`config.mk`:
```
export PLATFORM = sky130hd
export DESIGN_NAME = ycbcr_color_convert_luma_gain
export DESIGN_NICKNAME = d
export VERILOG_FILES = /design/src/rtl/yccg_pkg.sv /design/src/rtl/ycbcr_color_convert_luma_gain.sv
export SDC_FILE = /design/constraint.sdc
export NUM_CORES = 2
export LEC_CHECK = 0
export BUFFER_PORTS_ARGS = -buffer_cell sky130_fd_sc_hd__buf_2
export CORE_ASPECT_RATIO = 1.1
export CORE_MARGIN = 2
export CORE_UTILIZATION = 40
export DETAILED_ROUTE_END_ITERATION = 8
export GPL_TIMING_DRIVEN = 0
export SLEW_MARGIN = 20
export SYNTH_ARGS = -nofsm -noshare
export SYNTH_HDL_FRONTEND = slang
export SYNTH_SLANG_ARGS = --single-unit
```
`constraint.sdc`:
```
create_clock -name clock -period 21.9 [get_ports clock]
set_input_delay 1.095 -clock clock [delete_from_list [all_inputs] [get_ports clock]]
set_output_delay 1.095 -clock clock [all_outputs]
set_load 0.1 [all_outputs]
```
`src/rtl/yccg_pkg.sv`:
```
// ----------------------------------------------------------------------------
// yccg_pkg
// Shared types and constants of the YCbCr colour converter with luma gain.
// ----------------------------------------------------------------------------
package yccg_pkg;

   localparam int COEF_FRAC_BITS_DEFAULT = 16;

   localparam int PIX_WIDTH   = 8;
   localparam int MODE_WIDTH  = 2;
   localparam int GAIN_WIDTH  = 9;
   localparam int CSR_IDX_WIDTH  = 8;
   localparam int CSR_DATA_WIDTH = 9;

   typedef logic [PIX_WIDTH-1:0]      pixel_type;
   typedef logic [MODE_WIDTH-1:0]     mode_type;
   typedef logic [GAIN_WIDTH-1:0]     gain_type;
   typedef logic [CSR_IDX_WIDTH-1:0]  csr_idx_type;
   typedef logic [CSR_DATA_WIDTH-1:0] csr_data_type;

   // conversion modes; the unused code behaves as round trip
   localparam mode_type MODE_FORWARD    = 2'd0;
   localparam mode_type MODE_INVERSE    = 2'd1;
   localparam mode_type MODE_ROUND_TRIP = 2'd2;

   // register indexes
   localparam csr_idx_type CSR_MODE = 8'd0;
   localparam csr_idx_type CSR_GAIN = 8'd1;

   localparam mode_type MODE_RESET = MODE_ROUND_TRIP;
   localparam gain_type GAIN_RESET = 9'd179;

endpackage

```
`src/rtl/ycbcr_color_convert_luma_gain.sv`:
```
// ----------------------------------------------------------------------------
// ycbcr_color_convert_luma_gain
// Per-pixel BGR <-> full-range BT.601 YCbCr conversion with a luma gain.
// ----------------------------------------------------------------------------
// Takes one pixel per clock and passes it through the registered stages (input
// products, forward sums, inverse products / luma scaling, output sums and
// saturation into the response register). The whole pipeline advances
// together: it moves whenever the response register is empty or being taken,
// so req_ready follows rsp_ready combinationally and throughput is one pixel
// per cycle while the consumer keeps rsp_ready high. Mode and gain are
// sampled directly by the stages and must only change while no pixel is in
// flight. Writes to csr are always accepted; unknown indexes are ignored.
// ----------------------------------------------------------------------------
module ycbcr_color_convert_luma_gain
   import yccg_pkg::*;
#(
   parameter int COEF_FRAC_BITS = COEF_FRAC_BITS_DEFAULT
) (
   input  logic         clock,
   input  logic         reset,

   input  logic         req_valid,
   output logic         req_ready,
   input  pixel_type    req_chan_a,
   input  pixel_type    req_chan_b,
   input  pixel_type    req_chan_c,

   output logic         rsp_valid,
   input  logic         rsp_ready,
   output pixel_type    rsp_res_a,
   output pixel_type    rsp_res_b,
   output pixel_type    rsp_res_c,

   input  logic         csr_valid,
   output logic         csr_ready,
   input  csr_idx_type  csr_index,
   input  csr_data_type csr_data
);

   localparam int F   = COEF_FRAC_BITS;
   localparam int CW  = F + 1;         // coefficient width, unsigned
   localparam int PW  = CW + 8;        // forward product width
   localparam int IPW = CW + 10;       // inverse product width, signed
   localparam int YW  = F + 9;         // fixed-point luma width
   localparam int SW  = F + 12;        // sum width, signed

   localparam logic [CW-1:0] K_Y_R  = CW'(((longint'(2990)  << F) + 5000) / 10000);
   localparam logic [CW-1:0] K_Y_G  = CW'(((longint'(5870)  << F) + 5000) / 10000);
   localparam logic [CW-1:0] K_Y_B  = CW'(((longint'(1140)  << F) + 5000) / 10000);
   localparam logic [CW-1:0] K_CB_R = CW'(((longint'(1687)  << F) + 5000) / 10000);
   localparam logic [CW-1:0] K_CB_G = CW'(((longint'(3313)  << F) + 5000) / 10000);
   localparam logic [CW-1:0] K_HALF = CW'(((longint'(5000)  << F) + 5000) / 10000);
   localparam logic [CW-1:0] K_CR_G = CW'(((longint'(4187)  << F) + 5000) / 10000);
   localparam logic [CW-1:0] K_CR_B = CW'(((longint'(813)   << F) + 5000) / 10000);
   localparam logic [CW-1:0] K_R_CR = CW'(((longint'(14020) << F) + 5000) / 10000);
   localparam logic [CW-1:0] K_G_CB = CW'(((longint'(3441)  << F) + 5000) / 10000);
   localparam logic [CW-1:0] K_G_CR = CW'(((longint'(7139)  << F) + 5000) / 10000);
   localparam logic [CW-1:0] K_B_CB = CW'(((longint'(17718) << F) + 5000) / 10000);

   localparam logic signed [SW-1:0] CHROMA_OFS = SW'(longint'(128) << F);

   // truncate toward zero, clamp to 0..255
   function automatic pixel_type sat_pix(input logic signed [SW-1:0] v);
      pixel_type r;
      if (v <= 0) begin
         r = '0;
      end else if (v[SW-1:F+8] != '0) begin
         r = '1;
      end else begin
         r = v[F+7:F];
      end
      return r;
   endfunction

   // ---------------------------------------------------------------- config
   mode_type mode_ff, mode_in;
   gain_type gain_ff, gain_in;

   assign csr_ready = 1'b1;

   always_comb begin
      mode_in = mode_ff;
      gain_in = gain_ff;
      if (csr_valid) begin
         case (csr_index)
            CSR_MODE: mode_in = csr_data[MODE_WIDTH-1:0];
            CSR_GAIN: gain_in = csr_data[GAIN_WIDTH-1:0];
            default:  ;
         endcase
      end
   end

   always_ff @(posedge clock) begin
      if (reset) begin
         mode_ff <= MODE_RESET;
         gain_ff <= GAIN_RESET;
      end else begin
         mode_ff <= mode_in;
         gain_ff <= gain_in;
      end
   end

   // -------------------------------------------------------------- pipeline
   logic advance;
   assign advance   = !rsp_valid || rsp_ready;
   assign req_ready = advance;

   // stage 1: forward products
   logic v1_ff, v1_in;
   pixel_type a1_ff, b1_ff, c1_ff, a1_in, b1_in, c1_in;
   logic [PW-1:0] pyr_ff, pyg_ff, pyb_ff, pcbr_ff, pcbg_ff, pcbb_ff;
   logic [PW-1:0] pcrr_ff, pcrg_ff, pcrb_ff;
   logic [PW-1:0] pyr_in, pyg_in, pyb_in, pcbr_in, pcbg_in, pcbb_in;
   logic [PW-1:0] pcrr_in, pcrg_in, pcrb_in;

   always_comb begin
      v1_in   = req_valid;
      a1_in   = req_chan_a;
      b1_in   = req_chan_b;
      c1_in   = req_chan_c;
      pyr_in  = PW'(K_Y_R)  * PW'(req_chan_c);
      pyg_in  = PW'(K_Y_G)  * PW'(req_chan_b);
      pyb_in  = PW'(K_Y_B)  * PW'(req_chan_a);
      pcbr_in = PW'(K_CB_R) * PW'(req_chan_c);
      pcbg_in = PW'(K_CB_G) * PW'(req_chan_b);
      pcbb_in = PW'(K_HALF) * PW'(req_chan_a);
      pcrr_in = PW'(K_HALF) * PW'(req_chan_c);
      pcrg_in = PW'(K_CR_G) * PW'(req_chan_b);
      pcrb_in = PW'(K_CR_B) * PW'(req_chan_a);
   end

   // stage 2: forward sums, truncated luma and chroma
   logic v2_ff, v2_in;
   pixel_type y2_ff, cb2_ff, cr2_ff, y2_in, cb2_in, cr2_in;
   logic signed [SW-1:0] ysum, cbsum, crsum;

   always_comb begin
      ysum  = $signed(SW'(pyr_ff)) + $signed(SW'(pyg_ff)) + $signed(SW'(pyb_ff));
      cbsum = $signed(SW'(pcbb_ff)) + CHROMA_OFS
            - $signed(SW'(pcbr_ff)) - $signed(SW'(pcbg_ff));
      crsum = $signed(SW'(pcrr_ff)) + CHROMA_OFS
            - $signed(SW'(pcrg_ff)) - $signed(SW'(pcrb_ff));
      v2_in = v1_ff;
      if (mode_ff == MODE_INVERSE) begin
         y2_in  = a1_ff;
         cb2_in = b1_ff;
         cr2_in = c1_ff;
      end else begin
         y2_in  = sat_pix(ysum);
         cb2_in = sat_pix(cbsum);
         cr2_in = sat_pix(crsum);
      end
   end

   // stage 3: fixed-point luma and chroma products of the inverse step
   logic v3_ff, v3_in;
   pixel_type y3_ff, cb3_ff, cr3_ff;
   logic [YW-1:0] yfix_ff, yfix_in;
   logic signed [IPW-1:0] prcr_ff, pgcb_ff, pgcr_ff, pbcb_ff;
   logic signed [IPW-1:0] prcr_in, pgcb_in, pgcr_in, pbcb_in;
   logic signed [8:0] dcb, dcr;
   logic [16:0] yscaled;

   always_comb begin
      v3_in   = v2_ff;
      dcb     = $signed({1'b0, cb2_ff}) - 9'sd128;
      dcr     = $signed({1'b0, cr2_ff}) - 9'sd128;
      yscaled = 17'(y2_ff) * 17'(gain_ff);
      if (mode_ff == MODE_INVERSE) begin
         yfix_in = YW'(y2_ff) << F;
      end else begin
         yfix_in = YW'(yscaled) << (F - 8);
      end
      prcr_in = IPW'($signed({1'b0, K_R_CR})) * IPW'(dcr);
      pgcb_in = IPW'($signed({1'b0, K_G_CB})) * IPW'(dcb);
      pgcr_in = IPW'($signed({1'b0, K_G_CR})) * IPW'(dcr);
      pbcb_in = IPW'($signed({1'b0, K_B_CB})) * IPW'(dcb);
   end

   // stage 4: inverse sums, saturation, response register
   logic rsp_valid_ff, rsp_valid_in;
   pixel_type res_a_ff, res_b_ff, res_c_ff, res_a_in, res_b_in, res_c_in;
   logic signed [SW-1:0] ys, bsum, gsum, rsum;

   always_comb begin
      ys   = $signed(SW'(yfix_ff));
      bsum = ys + SW'(pbcb_ff);
      gsum = ys - SW'(pgcb_ff) - SW'(pgcr_ff);
      rsum = ys + SW'(prcr_ff);
      rsp_valid_in = v3_ff;
      if (mode_ff == MODE_FORWARD) begin
         res_a_in = y3_ff;
         res_b_in = cb3_ff;
         res_c_in = cr3_ff;
      end else begin
         res_a_in = sat_pix(bsum);
         res_b_in = sat_pix(gsum);
         res_c_in = sat_pix(rsum);
      end
   end

   always_ff @(posedge clock) begin
      if (reset) begin
         v1_ff        <= 1'b0;
         v2_ff        <= 1'b0;
         v3_ff        <= 1'b0;
         rsp_valid_ff <= 1'b0;
      end else if (advance) begin
         v1_ff        <= v1_in;
         v2_ff        <= v2_in;
         v3_ff        <= v3_in;
         rsp_valid_ff <= rsp_valid_in;
      end
   end

   always_ff @(posedge clock) begin
      if (advance) begin
         a1_ff   <= a1_in;
         b1_ff   <= b1_in;
         c1_ff   <= c1_in;
         pyr_ff  <= pyr_in;
         pyg_ff  <= pyg_in;
         pyb_ff  <= pyb_in;
         pcbr_ff <= pcbr_in;
         pcbg_ff <= pcbg_in;
         pcbb_ff <= pcbb_in;
         pcrr_ff <= pcrr_in;
         pcrg_ff <= pcrg_in;
         pcrb_ff <= pcrb_in;

         y2_ff   <= y2_in;
         cb2_ff  <= cb2_in;
         cr2_ff  <= cr2_in;

         y3_ff   <= y2_ff;
         cb3_ff  <= cb2_ff;
         cr3_ff  <= cr2_ff;
         yfix_ff <= yfix_in;
         prcr_ff <= prcr_in;
         pgcb_ff <= pgcb_in;
         pgcr_ff <= pgcr_in;
         pbcb_ff <= pbcb_in;

         res_a_ff <= res_a_in;
         res_b_ff <= res_b_in;
         res_c_ff <= res_c_in;
      end
   end

   assign rsp_valid = rsp_valid_ff;
   assign rsp_res_a = res_a_ff;
   assign rsp_res_b = res_b_ff;
   assign rsp_res_c = res_c_ff;

endmodule

```
; ---- Yosys cells after proc, flatten, opt, wreduce, memory -nomap -nowiden
; Index checks and enable logic that the tools add are counted.
[totals]
inputBits = 46
out_inout_bits = 27
regBits = 380
[op_classes]
mux = 19
add_sub_neg = 14
n_eq_ne = 2
n_lt_le_gt_ge = 6
mul = 12
n_reduce_logical = 12
[op_table]
columns = cell, n
row1 = 8-bit two-way mux, 18
row2 = 28-bit by 1-bit <= comparator with 1-bit output (second input constant), 3
row3 = 26-bit by 27-bit adder with 28-bit output, 2
row4 = 27-bit by 1-bit <= comparator with 1-bit output (second input constant), 2
row5 = 18-bit by 9-bit multiplier with 27-bit output (first input constant), 2
row6 = 23-bit by 24-bit adder with 25-bit output (second input constant), 2
row7 = 16-bit by 9-bit multiplier with 25-bit output (first input constant), 2
row8 = 15-bit by 8-bit multiplier with 23-bit output (first input constant), 2
row9 = 11-bit by 8-bit multiplier with 19-bit output (first input constant), 2
row10 = 27-bit by 26-bit subtractor with 28-bit output, 1
row11 = 26-bit by 22-bit subtractor with 27-bit output, 1
row12 = 26-bit by 24-bit subtractor with 27-bit output, 1
row13 = 26-bit by 25-bit subtractor with 27-bit output, 1
row14 = 25-bit by 21-bit adder with 26-bit output, 1
row15 = 26-bit by 1-bit <= comparator with 1-bit output (second input constant), 1
row16 = 25-bit by 22-bit subtractor with 26-bit output, 1
row17 = 25-bit by 23-bit subtractor with 26-bit output, 1
row18 = 23-bit by 24-bit adder with 25-bit output, 1
row19 = 24-bit two-way mux, 1
row20 = 4-bit nonzero test, 6
row21 = 13-bit by 8-bit multiplier with 21-bit output (first input constant), 1
row22 = 10-bit by 8-bit multiplier with 18-bit output (first input constant), 1
row23 = 8-bit by 8-bit subtractor with 9-bit output (second input constant), 2
row24 = 8-bit by 9-bit multiplier with 17-bit output, 1
row25 = 8 further kinds, 9

; ---- Logic depth before layout (Yosys ltp)
[logic_depth]
word_depth = 7
depth_mapped = 21
ltp_nobuf = 21

; ---- Worst setup path after synthesis
; Ideal clock, no wire load.
[synth_path]
path_type = input-to-output
from = in rsp_ready
to = out req_ready
stages = 2
arrival_time_ns = 10.778
path_slack_ns = 10.027
path_buffers = 1
cell_sequence = nand2b_1 > clkbuf_1
[synth_via]
elab_chain_len = 1
[synth_rtl]
columns = item, line_no
row1 = start: declaration, ycbcr_color_convert_luma_gain.sv:29  ; input logic rsp_ready,
row2 = 1-bit logical OR, ycbcr_color_convert_luma_gain.sv:105  ; assign advance = !rsp_valid || rsp_ready;
row3 = end: declaration, ycbcr_color_convert_luma_gain.sv:23  ; output logic req_ready,
; Every way passes these cells.

; ---- Worst setup path after layout
[layout_path]
from = reg cr2_ff[7]
to = reg prcr_ff[26] (data pin)
[layout_via]
elab_chain_len = 2
[layout_rtl]
columns = item, line_no
row1 = start: declaration, ycbcr_color_convert_luma_gain.sv:134  ; pixel_type y2_ff, cb2_ff, cr2_ff, y2_in, cb2_in, cr2_in;
row2 = start signal: assignment, ycbcr_color_convert_luma_gain.sv:233  ; cr2_ff <= cr2_in;
row3 = 8-bit by 8-bit subtractor with 9-bit output, ycbcr_color_convert_luma_gain.sv:167  ; dcr = $signed({1'b0, cr2_ff}) - 9'sd128;
row4 = 18-bit by 9-bit multiplier with 27-bit output, ycbcr_color_convert_luma_gain.sv:174  ; prcr_in = IPW'($signed({1'b0, K_R_CR})) * IPW'(dcr);
row5 = via prcr_in[26], ycbcr_color_convert_luma_gain.sv:160  ; logic signed [IPW-1:0] prcr_in, pgcb_in, pgcr_in, pbcb_in;
row6 = end signal: assignment, ycbcr_color_convert_luma_gain.sv:239  ; prcr_ff <= prcr_in;
row7 = end: declaration, ycbcr_color_convert_luma_gain.sv:159  ; logic signed [IPW-1:0] prcr_ff, pgcb_ff, pgcr_ff, pbcb_ff;
; The timed path passes the listed nets, and every way through them passes these cells.
; A chain may end at the register's enable or synchronous reset.

==> summary by stage <==
Outcome
The flow ran to the end, and the final reports show no timing, DRC or antenna violations.

Synthesis
Counting flops and latches in the post-synthesis netlist gives 336. Ranked by instance count, the synthesized netlist is headed by sky130_fd_sc_hd__ha_1 (774), sky130_fd_sc_hd__inv_1 (676), sky130_fd_sc_hd__edfxtp_1 (321). The number of instances in the synthesized netlist is 3,676.

By area the synthesized netlist is led by sky130_fd_sc_hd__ha_1 (25%), sky130_fd_sc_hd__edfxtp_1 (25%), sky130_fd_sc_hd__fa_1 (17%), sky130_fd_sc_hd__inv_1 (6.6%), sky130_fd_sc_hd__xnor2_1 (4.3%). The commonest register cell after synthesis is sky130_fd_sc_hd__edfxtp_1. The most common cell in the synthesized netlist is sky130_fd_sc_hd__ha_1. The count of synthesis-stage warnings from yosys is 0. The share of the Yosys chip area taken by registers is 0.2597. The net count after synthesis is 4,816. Of all flip-flops after synthesis, the portion carrying an async set or reset was 0. The cell type contributing the most total cell area after synthesis is sky130_fd_sc_hd__ha_1. The number of flops mapped to enable cells by yosys is 321. The count of cell types in the netlist is 86.

The average instance in the mapped netlist occupies 10.41 um^2. After synthesis the cells add up to 38,270 um^2. Of the post-synthesis cell area, the dominant cell type holds 0.2530.

CTS
The H-tree generated during clock tree synthesis spans 2 levels. The number of buffers inserted during clock tree synthesis is 42. After clock tree synthesis, the flow added hold-fix buffers numbering 0. The clock reaches the later pin of the worst-skew pair after 600 ps. The clock sink count is 336. TritonCTS built the clock tree. CTS placed an instance of sky130_fd_sc_hd__clkbuf_16 at the clock tree root. After clock tree synthesis, the clock-pin slew on the worst setup and hold paths is 60 ps. The clock passes through at most 3 buffers. Post-CTS timing repair inserted 0 buffers for setup. The quantity of gates resized following cts is 0.

Final layout
At the end of the flow, the number of nets in the layout was 4,938. The core occupancy in the finished layout is 0.4380. Of the cells placed in the final design, the portion with a size suffix greater than 1 is 0.05010. The finished cells cover 41,740 um^2. The growth of design area from synthesis to finish is 9.066%.

STA
The clock arrives with 26.10 ps of skew. For this run, the top clock speed supported by timing is 141.6 MHz. At the pin with the least slew margin, the transition time is 897.6 ps. Setup violations remaining at the end of the flow were counted as 0.

The relative slew slack is 0.3979. Setup repair after global routing left no endpoint under its margin. The smallest clock period supported by the final layout is computed as 7062 ps.

The count of final hold-check violations is 0. The worst hold slack is 447.4 ps. The final worst-path cycle share is 0.3225. The setup TNS after final layout is 0 ps. The max-slew violation count is 0.

Routing
The post-detailed-route DRC marker count is 0. The detailed router finished its first iteration with 1,351 violations. After detailed routing, the number of vias per cell comes to 5.048. Wires add up to 87,560 um. The first TritonRoute pass finished after 5 iterations. The final antenna-violating net count is 0. Summing over every cut layer, the via total after detailed routing is 25.77k. The average detailed-routed wire length per instance is 17.15 um.

Floorplanning
Measured along the y axis, the die boundary spans 328.4 um. The area inside the core boundary is 95,290 um^2. The cell row count is 119. The die covers 98,170 um^2. During I/O placement, the number of pins put on the boundary was 73.

The starting density of the core is 0.4016. Measured along the x axis, the die boundary spans 298.9 um.

Place
The placed instance area is 40,380 um^2. The HPWL after detailed placement is 72,970 um. The number of I/O port buffers is 71. The routability-driven placement congestion ratio is 0.8776.

Global route
The first global-routing pass estimated 140,700 um of wire. The global route total overflow is 0. The via count of the first global-routing pass is 26.35k.

In the global route stage, overall resource usage came out at 0.1823. Entering global routing, the biggest net connects 57 pins. The initial antenna violation count is 10.

Setup path
The class of the most critical setup path is flop to flop. Of all nets on the critical path, the largest fanout is 19. The critical path endpoint category is a flop. The depth of the most critical reg-to-reg path is 19. The startpoint type of the worst setup path is a flop.

For the worst setup path, the data required time is 22,220 ps. Data arrives at the worst endpoint at 7380 ps.

Flow run
Across the run, the number of max-cap violations was 0.

Min path
The worst hold path belongs to the class flop to flop. The worst hold path passes through 2 cells.
## cell type report
type | count | area, um^2
fill | 9148 | 53550
multi-input combinational | 2638 | 25690
sequential | 336 | 9940
inverter | 677 | 2541
tap | 1270 | 1589
clock buffer | 46 | 1066
timing repair buffer | 78 | 518.0
clock inverter | 32 | 282.8
buffer | 25 | 111.4
antenna | 3 | 7.507
## state kept, by name (all words and copies together) (netlist names), 9 cells and up
register  flops
pcbg_ff      17
pgcb_ff      24
prcr_ff      19
pyg_ff       19
pyb_ff       20
pgcr_ff      20
pcrb_ff      17
yfix_ff      17
pcrg_ff      18
pyr_ff       20
pbcb_ff      19
pcbr_ff      17
gain_ff       9
## cells by family (layout without fill, tap and decap cells)
| kind of cell | count (synthesis) | in the layout | share of synthesized area |
|---|---|---|---|
| adders and majority gates | 1094 | 1094 | 0.4204 |
| buffers and inverters | 702 | 858 | 0.06921 |
| and+or+nand+nor | 665 | 665 | 0.08389 |
| AOI/OAI and AO/OA | 615 | 615 | 0.1059 |
| DFF | 336 | 336 | 0.2597 |
| xor gates and xnor gates | 252 | 252 | 0.05787 |
| muxes | 11 | 11 | 0.002910 |
| other | 1 | 4 | 0.00009798 |
## layer usage
| layer | part of all wire | track usage | wire length [um] | up-vias |
|---|---|---|---|---|
| li1 | - | - | - | 12860 |
| met1 | 0.44 | 0.2292 | 38350 | 12386 |
| met2 | 0.49 | 0.3244 | 43300 | 384 |
| met3 | 0.036 | 0.02397 | 3112 | 131 |
| met4 | 0.031 | 0.05652 | 2718 | 10 |
| met5 | 0.00078 | 0 | 68 | - |
## per-stage QoR
stage / setup slack (ps) / cells
final: 14840 / 5105
after global routing: 14230 / 5104
after CTS: 14820 / 5102
after detailed placement: 14860 / 5024
after floorplan: 10030 / 3676
after global placement: 4879 / 5017
## path summary, 6_finish.rpt
| check | startpoint | to | slack, ps |
|---|---|---|---|
| setup reg to reg | cr2_ff[7] | prcr_ff[26] | 14840 |
| setup / recovery | cr2_ff[7] | prcr_ff[26] | 14840 |
| hold / removal | rsp_valid_in | rsp_valid | 450 |
| hold reg to reg | rsp_valid_in | rsp_valid | 450 |
## critical path, stage by stage, from the launching register on
cell,delay [ps]
sky130_fd_sc_hd__edfxtp_1,930
sky130_fd_sc_hd__clkinv_1,990
sky130_fd_sc_hd__ha_1,630
sky130_fd_sc_hd__inv_1,220
sky130_fd_sc_hd__ha_1,190
sky130_fd_sc_hd__inv_1,50
sky130_fd_sc_hd__fa_1,490
sky130_fd_sc_hd__fa_1,560
sky130_fd_sc_hd__inv_1,40
sky130_fd_sc_hd__ha_1,280
sky130_fd_sc_hd__ha_1,240
sky130_fd_sc_hd__a211o_1,320
sky130_fd_sc_hd__a31oi_1,260
sky130_fd_sc_hd__o31ai_1,170
sky130_fd_sc_hd__o41ai_1,500
sky130_fd_sc_hd__o21bai_1,170
sky130_fd_sc_hd__a41o_1,300
sky130_fd_sc_hd__a2bb2oi_1,180
sky130_fd_sc_hd__a21oi_1,180
sky130_fd_sc_hd__xnor2_1,80
## cell usage in the layout (no fill, tap or decap), drive strengths merged, types with 24 or more instances in the layout
cell / instances
nand2b: 29
nor2b: 34
fa: 320
a21o: 53
a31oi: 24
inv: 683
edfxtp: 321
nor3: 58
o21a: 31
xor2: 62
o21bai: 27
and2: 49
nand2: 158
ha: 774
nor2: 196
nand3: 50
a21oi: 184
clkbuf: 68
buf: 81
xnor2: 190
o21ai: 113
Power is not shown: default switching activity piles up to over one toggle a cycle in this logic, so the estimate is an artifact.
